**src/sv/swtm_pkg.sv**
```systemverilog
`timescale 1ns / 1ps

package swtm_pkg;

  localparam int MAX_WINDOW    = 64;
  localparam int SAMPLE_BITS   = 16;
  localparam int WIN_BITS      = 7;
  localparam int TRIM_BITS     = 5;
  localparam int PTR_BITS      = $clog2(MAX_WINDOW);
  localparam int SUM_BITS      = SAMPLE_BITS + PTR_BITS;
  localparam int CNT_BITS      = $clog2(SUM_BITS + 1);
  localparam int MEAN_BITS     = 16;
  localparam int CFG_IDX_BITS  = 2;
  localparam int CFG_DATA_BITS = 7;

  localparam logic [WIN_BITS-1:0]     WIN_MAX      = WIN_BITS'(MAX_WINDOW);
  localparam logic [WIN_BITS-1:0]     WINDOW_RESET = WIN_BITS'(64);
  localparam logic [TRIM_BITS-1:0]    TRIM_RESET   = TRIM_BITS'(1);

  localparam logic [CFG_IDX_BITS-1:0] REG_WINDOW_SIZE = CFG_IDX_BITS'(0);
  localparam logic [CFG_IDX_BITS-1:0] REG_TRIM_COUNT  = CFG_IDX_BITS'(1);

  typedef enum logic [2:0] {
    ST_IDLE,
    ST_RANK,
    ST_DRAIN,
    ST_DSTART,
    ST_DWAIT,
    ST_FIN
  } state_t;

  // sequencer to cell chain
  typedef struct packed {
    logic                shift;
    logic                step;
    logic [PTR_BITS-1:0] k;
  } rank_ctrl_t;

  // one ranked sample back from the cell chain
  typedef struct packed {
    logic                   valid;
    logic                   incl;
    logic [SAMPLE_BITS-1:0] value;
  } rank_res_t;

endpackage

```
**src/sv/swtm_rank.sv**
```systemverilog
`timescale 1ns / 1ps

module swtm_rank (
  input  logic                                clk,
  input  logic                                rst,
  input  swtm_pkg::rank_ctrl_t                ctrl,
  input  logic [swtm_pkg::SAMPLE_BITS-1:0]    sample,
  input  logic [swtm_pkg::WIN_BITS-1:0]       win,
  input  logic [swtm_pkg::TRIM_BITS-1:0]      trim,
  output swtm_pkg::rank_res_t                 res
);

  // cells[i] holds the sample of age i; scan walks the window past slot 0
  logic [swtm_pkg::SAMPLE_BITS-1:0] cells [swtm_pkg::MAX_WINDOW];
  logic [swtm_pkg::SAMPLE_BITS-1:0] scan  [swtm_pkg::MAX_WINDOW];
  logic [swtm_pkg::MAX_WINDOW-1:0]  below;
  logic [swtm_pkg::WIN_BITS-1:0]    rank;
  logic [swtm_pkg::WIN_BITS-1:0]    hi;
  logic [swtm_pkg::WIN_BITS-1:0]    lo;
  logic                             incl;

  always_ff @(posedge clk) begin
    if (ctrl.shift) begin
      cells[0] <= sample;
      scan[0]  <= sample;
      for (int i = 1; i < swtm_pkg::MAX_WINDOW; i++) begin
        cells[i] <= cells[i-1];
        scan[i]  <= cells[i-1];
      end
    end else if (ctrl.step) begin
      for (int i = 0; i < swtm_pkg::MAX_WINDOW - 1; i++) begin
        scan[i] <= scan[i+1];
      end
    end
  end

  // rank of scan[0]: smaller values, ties broken by age
  always_comb begin
    for (int j = 0; j < swtm_pkg::MAX_WINDOW; j++) begin
      below[j] = (swtm_pkg::WIN_BITS'(j) < win) &&
                 ((cells[j] < scan[0]) ||
                  ((cells[j] == scan[0]) && (swtm_pkg::PTR_BITS'(j) < ctrl.k)));
    end
    rank = swtm_pkg::WIN_BITS'($countones(below));
    lo   = {2'b00, trim};
    hi   = win - lo;
    incl = (rank >= lo) && (rank < hi);
  end

  always_ff @(posedge clk) begin
    if (rst) begin
      res.valid <= 1'b0;
    end else begin
      res.valid <= ctrl.step;
    end
    res.incl  <= incl;
    res.value <= scan[0];
  end

endmodule

```
**src/sv/swtm_div.sv**
```systemverilog
`timescale 1ns / 1ps

module swtm_div (
  input  logic                              clk,
  input  logic                              rst,
  input  logic                              start,
  input  logic [swtm_pkg::SUM_BITS-1:0]     dividend,
  input  logic [swtm_pkg::WIN_BITS-1:0]     divisor,
  output logic                              done,
  output logic [swtm_pkg::MEAN_BITS-1:0]    quotient
);

  localparam logic [swtm_pkg::CNT_BITS-1:0] LAST =
    swtm_pkg::CNT_BITS'(swtm_pkg::SUM_BITS - 1);

  logic                              busy;
  logic [swtm_pkg::CNT_BITS-1:0]     cnt;
  logic [swtm_pkg::WIN_BITS-1:0]     rem;
  logic [swtm_pkg::SUM_BITS-1:0]     quo;
  logic [swtm_pkg::WIN_BITS:0]       r2;
  logic [swtm_pkg::WIN_BITS:0]       diff;
  logic                              ge;

  // restoring division, one quotient bit a cycle
  always_comb begin
    r2   = {rem, quo[swtm_pkg::SUM_BITS-1]};
    diff = r2 - {1'b0, divisor};
    ge   = (r2 >= {1'b0, divisor});
  end

  always_ff @(posedge clk) begin
    if (rst) begin
      busy <= 1'b0;
      done <= 1'b0;
      cnt  <= '0;
    end else if (start) begin
      busy <= 1'b1;
      done <= 1'b0;
      cnt  <= '0;
    end else if (busy) begin
      cnt <= cnt + 1'b1;
      if (cnt == LAST) begin
        busy <= 1'b0;
        done <= 1'b1;
      end
    end
  end

  always_ff @(posedge clk) begin
    if (start) begin
      rem <= '0;
      quo <= dividend;
    end else if (busy) begin
      rem <= ge ? diff[swtm_pkg::WIN_BITS-1:0] : r2[swtm_pkg::WIN_BITS-1:0];
      quo <= {quo[swtm_pkg::SUM_BITS-2:0], ge};
    end
  end

  assign quotient = quo[swtm_pkg::MEAN_BITS-1:0];

endmodule

```
**src/sv/sliding_window_trimmed_mean.sv**
```systemverilog
`timescale 1ns / 1ps
// Sliding-window trimmed mean.
// Input channel (in_valid/in_ready, sample): one unsigned sample per item.
// Output channel (out_valid/out_ready, mean_valid, trimmed_mean): one result
// per input item, in order. mean_valid is low, and trimmed_mean zero, until
// window_size samples have arrived or when twice trim_count reaches it.
// Config channel (cfg_valid/cfg_ready, cfg_index, cfg_data): index 0 writes
// window_size, index 1 trim_count; other indexes are dropped. Always ready.
// Write only between items.
// An item with a full window is ranked one window sample a cycle (window
// size capped at 64) against every sample in the window; then the chain
// is drained, the 22-step bit-serial divider runs and the output is
// loaded. An invalid result skips ranking and division and goes straight
// to the output stage. in_ready is high only in the idle state, so a new
// item is taken only after the last one is handed to the output register.
// A finished result sits in the output register; the next item is taken
// while it waits, and only the final hand-over stalls on out_ready.
// Reset clears the sample count, the output valid and the registers to
// window_size 64, trim_count 1.

module sliding_window_trimmed_mean (
  input  logic                                  clk,
  input  logic                                  rst,
  input  logic                                  in_valid,
  output logic                                  in_ready,
  input  logic [swtm_pkg::SAMPLE_BITS-1:0]      sample,
  output logic                                  out_valid,
  input  logic                                  out_ready,
  output logic                                  mean_valid,
  output logic [swtm_pkg::MEAN_BITS-1:0]        trimmed_mean,
  input  logic                                  cfg_valid,
  output logic                                  cfg_ready,
  input  logic [swtm_pkg::CFG_IDX_BITS-1:0]     cfg_index,
  input  logic [swtm_pkg::CFG_DATA_BITS-1:0]    cfg_data
);

  swtm_pkg::state_t                   state, state_next;
  swtm_pkg::rank_ctrl_t               ctrl;
  swtm_pkg::rank_res_t                rres;

  logic [swtm_pkg::WIN_BITS-1:0]      window_size;
  logic [swtm_pkg::TRIM_BITS-1:0]     trim_count;
  logic [swtm_pkg::WIN_BITS-1:0]      fill;
  logic [swtm_pkg::WIN_BITS-1:0]      fill_next;
  logic [swtm_pkg::PTR_BITS-1:0]      k;
  logic [swtm_pkg::SUM_BITS-1:0]      middle_sum;
  logic                               res_ok;

  logic [swtm_pkg::WIN_BITS-1:0]      win;
  logic [swtm_pkg::WIN_BITS-1:0]      twice_trim;
  logic [swtm_pkg::WIN_BITS-1:0]      divisor;
  logic                               bad_next;
  logic                               div_start;
  logic                               div_done;
  logic [swtm_pkg::MEAN_BITS-1:0]     div_quot;
  logic                               out_load;

  assign cfg_ready = 1'b1;

  // effective window and the checks made as an item enters
  always_comb begin
    win        = (window_size > swtm_pkg::WIN_MAX) ? swtm_pkg::WIN_MAX : window_size;
    twice_trim = {1'b0, trim_count, 1'b0};
    divisor    = win - twice_trim;
    fill_next  = (fill == swtm_pkg::WIN_MAX) ? fill : fill + 1'b1;
    bad_next   = (win == '0) || (fill_next < win) || (twice_trim >= win);
  end

  always_ff @(posedge clk) begin
    if (rst) begin
      state <= swtm_pkg::ST_IDLE;
    end else begin
      state <= state_next;
    end
  end

  always_comb begin
    state_next = state;
    in_ready   = 1'b0;
    ctrl       = '0;
    div_start  = 1'b0;
    out_load   = 1'b0;
    unique case (state)
      swtm_pkg::ST_IDLE: begin
        in_ready = 1'b1;
        if (in_valid) begin
          ctrl.shift = 1'b1;
          state_next = bad_next ? swtm_pkg::ST_FIN : swtm_pkg::ST_RANK;
        end
      end
      swtm_pkg::ST_RANK: begin
        ctrl.step = 1'b1;
        ctrl.k    = k;
        if ({1'b0, k} == win - 1'b1) begin
          state_next = swtm_pkg::ST_DRAIN;
        end
      end
      swtm_pkg::ST_DRAIN: begin
        state_next = swtm_pkg::ST_DSTART;
      end
      swtm_pkg::ST_DSTART: begin
        div_start  = 1'b1;
        state_next = swtm_pkg::ST_DWAIT;
      end
      swtm_pkg::ST_DWAIT: begin
        if (div_done) begin
          state_next = swtm_pkg::ST_FIN;
        end
      end
      swtm_pkg::ST_FIN: begin
        // hand over once the output register is free
        if (!out_valid || out_ready) begin
          out_load   = 1'b1;
          state_next = swtm_pkg::ST_IDLE;
        end
      end
      default: begin
        state_next = swtm_pkg::ST_IDLE;
      end
    endcase
  end

  // control registers
  always_ff @(posedge clk) begin
    if (rst) begin
      window_size <= swtm_pkg::WINDOW_RESET;
      trim_count  <= swtm_pkg::TRIM_RESET;
      fill        <= '0;
      out_valid   <= 1'b0;
    end else begin
      if (cfg_valid && cfg_ready) begin
        if (cfg_index == swtm_pkg::REG_WINDOW_SIZE) begin
          window_size <= cfg_data[swtm_pkg::WIN_BITS-1:0];
        end else if (cfg_index == swtm_pkg::REG_TRIM_COUNT) begin
          trim_count <= cfg_data[swtm_pkg::TRIM_BITS-1:0];
        end
      end
      if (ctrl.shift) begin
        fill <= fill_next;
      end
      if (out_load) begin
        out_valid <= 1'b1;
      end else if (out_ready) begin
        out_valid <= 1'b0;
      end
    end
  end

  // datapath registers
  always_ff @(posedge clk) begin
    if (ctrl.shift) begin
      res_ok     <= !bad_next;
      k          <= '0;
      middle_sum <= '0;
    end else begin
      if (ctrl.step) begin
        k <= k + 1'b1;
      end
      if (rres.valid && rres.incl) begin
        middle_sum <= middle_sum + swtm_pkg::SUM_BITS'(rres.value);
      end
    end
    if (out_load) begin
      mean_valid   <= res_ok;
      trimmed_mean <= res_ok ? div_quot : '0;
    end
  end

  swtm_rank u_rank (
    .clk    (clk),
    .rst    (rst),
    .ctrl   (ctrl),
    .sample (sample),
    .win    (win),
    .trim   (trim_count),
    .res    (rres)
  );

  swtm_div u_div (
    .clk      (clk),
    .rst      (rst),
    .start    (div_start),
    .dividend (middle_sum),
    .divisor  (divisor),
    .done     (div_done),
    .quotient (div_quot)
  );

endmodule

```
**config.mk**
```make
export PLATFORM = sky130hd
export DESIGN_NAME = sliding_window_trimmed_mean
export DESIGN_NICKNAME = d
export VERILOG_FILES = /design/src/sv/swtm_pkg.sv /design/src/sv/swtm_rank.sv /design/src/sv/swtm_div.sv /design/src/sv/sliding_window_trimmed_mean.sv
export SDC_FILE = /design/constraint.sdc
export NUM_CORES = 2
export LEC_CHECK = 0
export BUFFER_PORTS_ARGS = -buffer_cell sky130_fd_sc_hd__buf_2
export CAP_MARGIN = 15
export CELL_PAD_IN_SITES_DETAIL_PLACEMENT = 0
export CELL_PAD_IN_SITES_GLOBAL_PLACEMENT = 1
export CORE_MARGIN = 5
export CORE_UTILIZATION = 55
export DETAILED_ROUTE_END_ITERATION = 10
export GPL_ROUTABILITY_DRIVEN = 0
export PLACE_DENSITY_LB_ADDON = 0.15
export SETUP_SLACK_MARGIN = 0.2
export SYNTH_ARGS = -nofsm -noshare
export SYNTH_HDL_FRONTEND = slang
export SYNTH_HIERARCHICAL = 1
export SYNTH_SLANG_ARGS = --single-unit
```
**constraint.sdc**
```tcl
create_clock -name clk -period 85.2 [get_ports clk]
set_input_delay 25.56 -clock clk [delete_from_list [all_inputs] [get_ports clk]]
set_output_delay 25.56 -clock clk [all_outputs]
set_load 0.005 [all_outputs]
```
==> metrics <==
Starting Density approximately 55%; Synth cell types 96; Final Routed Wirelength around 270000 um; Setup TNS Final 0 ps; Synth Register Bits roughly 2200; DRT Pass-1 Iters 5; DIE AREA ~0.20 mm^2; Crit. End Element register; chip height 448 um; final instance area 0.116 mm^2; core area 0.190 mm^2; vias in the first global route between 60000 and 70000; drt wl/cell between 20 and 30 um; Hold Vio Cnt, Final 0; Post-synth EDFFs 2072; Cells after Synth between 6000 and 7000; Rel. slew slack between 20% and 30%; Detailed Route Iter0 Violations roughly 6000; Hold WC Path Type register to register; area delta synth->final 9.87%; Worst Hold Endpoint u_rank/res[12]; Slew @ Worst Pin 1130 ps; H-tree Lvls 4; Num Clock Sinks around 2200; R2R Path Start window_size[6]; vias per cell roughly 6.2; Multi-input gate area 0.0398 mm^2; CTS Buffer Depth 3; Vias about 61000; clock latency on the worst-skew pair about 860 ps; Cell Area, Synth about 0.11 mm^2; post-cts sizing count 0; type of origin of the critical path primary input; Worst Path Required approximately 86000 ps; status complete, no violations; Worst-path clk slew approximately 60 ps; Syn. warnings 6; I/O Buffers 48; Post-synth ARST share 0%; DRC viols 0; sequential area share after synthesis slightly above 60%; Hold Crit Depth 0; GR Overflow Total 0; WS Path Type primary input to register; die width around 450 um; setup ws final roughly 55000 ps; Worst Reg-to-Reg Cells 29; Worst R2R Setup Slack approximately 73000 ps; final setup vio count 0; Placed Area roughly 0.11 mm^2; total track usage a little over a quarter; number of buffers created by CTS 224; CTS tree built; register area approximately 0.064 mm^2; # hold bufs at CTS 0; initial antenna violation count 8; CTS root buffer clkbuf_16; max-cap violation count 0; largest net degree at the start of global routing between 150 and 200; Final Critical Period slightly above 30000 ps; DP Worst Slack approximately 54000 ps; share of layout cells above drive strength 1 around 18%; final setup skew 21.6 ps; RSZ-0062 raised after global routing no; HP Start u_rank/scan[0][12]; Post-CTS Setup Repair Bufs 0; FP Rows between 150 and 200; final worst path period share ~36%; post-route ant nets 0; syn_nets between 8000 and 9000; fin nets 8293; arrival time at the worst endpoint approximately 31000 ps; Worst R2R End u_rank/res[16]; # fillers 14210; leading register cell type out of synthesis edfxtp_1; first-pass GRT wire length ~400000 um; final core occ 60.8%; hpwl dp 179000 um; Max Clk Rate ~33 MHz; Syn Area/Cell 15.2 um^2; CP max FO 92; total I/O pin count 50; Max Slew Vio Count 0
## placed cells by master, fill, tap and decap left out, drive strengths merged, types with 15 or more instances in the layout
| master | Yosys | layout |
|---|---|---|
| and4 | 20 | 20 |
| nand3 | 55 | 55 |
| nor3 | 71 | 71 |
| clkbuf | 46 | 270 |
| a31oi | 25 | 25 |
| clkinv | 0 | 123 |
| inv | 188 | 186 |
| a2111oi | 21 | 21 |
| mux2 | 1029 | 1029 |
| a21oi | 335 | 335 |
| dfxtp | 83 | 83 |
| nor2 | 170 | 170 |
| edfxtp | 2072 | 2072 |
| fa | 58 | 58 |
| nand2 | 160 | 160 |
| mux2i | 20 | 20 |
| bufinv | 0 | 15 |
| nand2b | 57 | 57 |
| or3 | 16 | 16 |
| o211ai | 24 | 24 |
| a21o | 255 | 255 |
| and3 | 33 | 33 |
| or2 | 17 | 17 |
| a211oi | 43 | 43 |
| and2 | 28 | 28 |
| nand4 | 207 | 207 |
| xnor2 | 23 | 23 |
| o21a | 69 | 69 |
| nor2b | 116 | 116 |
| a221oi | 15 | 15 |
| buf | 144 | 155 |
| nor4 | 25 | 25 |
| ha | 1089 | 1089 |
| o21ai | 244 | 244 |
| xor2 | 19 | 19 |
## how the worst max path moves through the flow
stage | startpoint | to
finish | in_valid | u_rank/scan[1][265]
global route | in_valid | u_rank/scan[1][280]
CTS | in_valid | u_rank/scan[1][303]
detailed placement | in_valid | u_rank/scan[1][233]
global placement | in_valid | u_rank/scan[1][296]
floorplan | in_valid | u_rank/scan[0][0]
## registers in the layout, summed over array words and instances, names as in the netlist
name          flops
fill              7
k                 6
mean_valid        1
middle_sum       22
out_valid         1
res_ok            1
state             3
trim_count        5
trimmed_mean     16
u_div/busy        1
u_div/cnt         5
u_div/done        1
u_div/quo        22
u_div/rem         7
u_rank/cells   1023
u_rank/res       18
u_rank/scan    1009
window_size       7
## layer usage
layer	track usage, %	part of all wire [%]	vias to the layer above
met2	40.0	44	1973
li1	-	-	27632
met4	7.59	2.7	6
met1	40.4	46	31296
met5	0.0977	0.016	-
met3	4.50	6.6	378
## stage by stage
stage	cells	hold slack, ps
after global placement	9401	384
after detailed placement	9401	383
after floorplan	6925	348
after CTS	9814	394
final	9823	394
after global routing	9815	416
## cells by family after synthesis
group	share of synthesized area, %
XOR/XNOR	0.349
multiplexers	11.2
AND/OR/NAND/NOR	5.33
adder cells (fa/ha/maj)	14.1
flip-flops	60.7
other	0.00356
AO/OA/AOI/OAI	6.78
buffers and inverters	1.59
## critical path, cell delays in order
cell and delay (ps):
buf_2 90, nand2_1 70, buf_4 240, inv_8 470, buf_4 820, buf_4 890, buf_4 930, buf_4 930
mux2_2 430
## cell usage after synthesis (25+ instances only)
master,count,share of area [%]
a211oi_1,40,0.29
a21o_1,255,1.8
a21oi_1,334,1.6
a31oi_1,25,0.15
and2_1,28,0.17
and3_1,33,0.20
buf_2,109,0.52
clkbuf_1,45,0.16
dfxtp_1,83,1.6
edfxtp_1,2072,59
fa_1,58,1.1
ha_1,1089,13
inv_1,183,0.65
mux2_1,250,2.7
mux2_2,779,8.3
nand2_1,160,0.57
nand2b_1,57,0.34
nand3_1,55,0.26
nand4_1,207,1.2
nor2_1,169,0.60
nor2b_1,116,0.69
nor3_1,70,0.33
o21a_1,69,0.49
o21ai_0,194,0.92
o21ai_1,49,0.23
## area by class of cell
cell class,instances,area share [%]
Inverter,188,0.638
Multi-Input combinational cell,4392,34.4
Tap cell,2511,2.72
Antenna cell,9,0.0195
Clock buffer,270,5.07
Clock inverter,143,0.987
Timing Repair Buffer,155,0.967
Sequential cell,2155,55.2
Power is not shown: default switching activity piles up to over one toggle a cycle in this logic, so the estimate is an artifact.
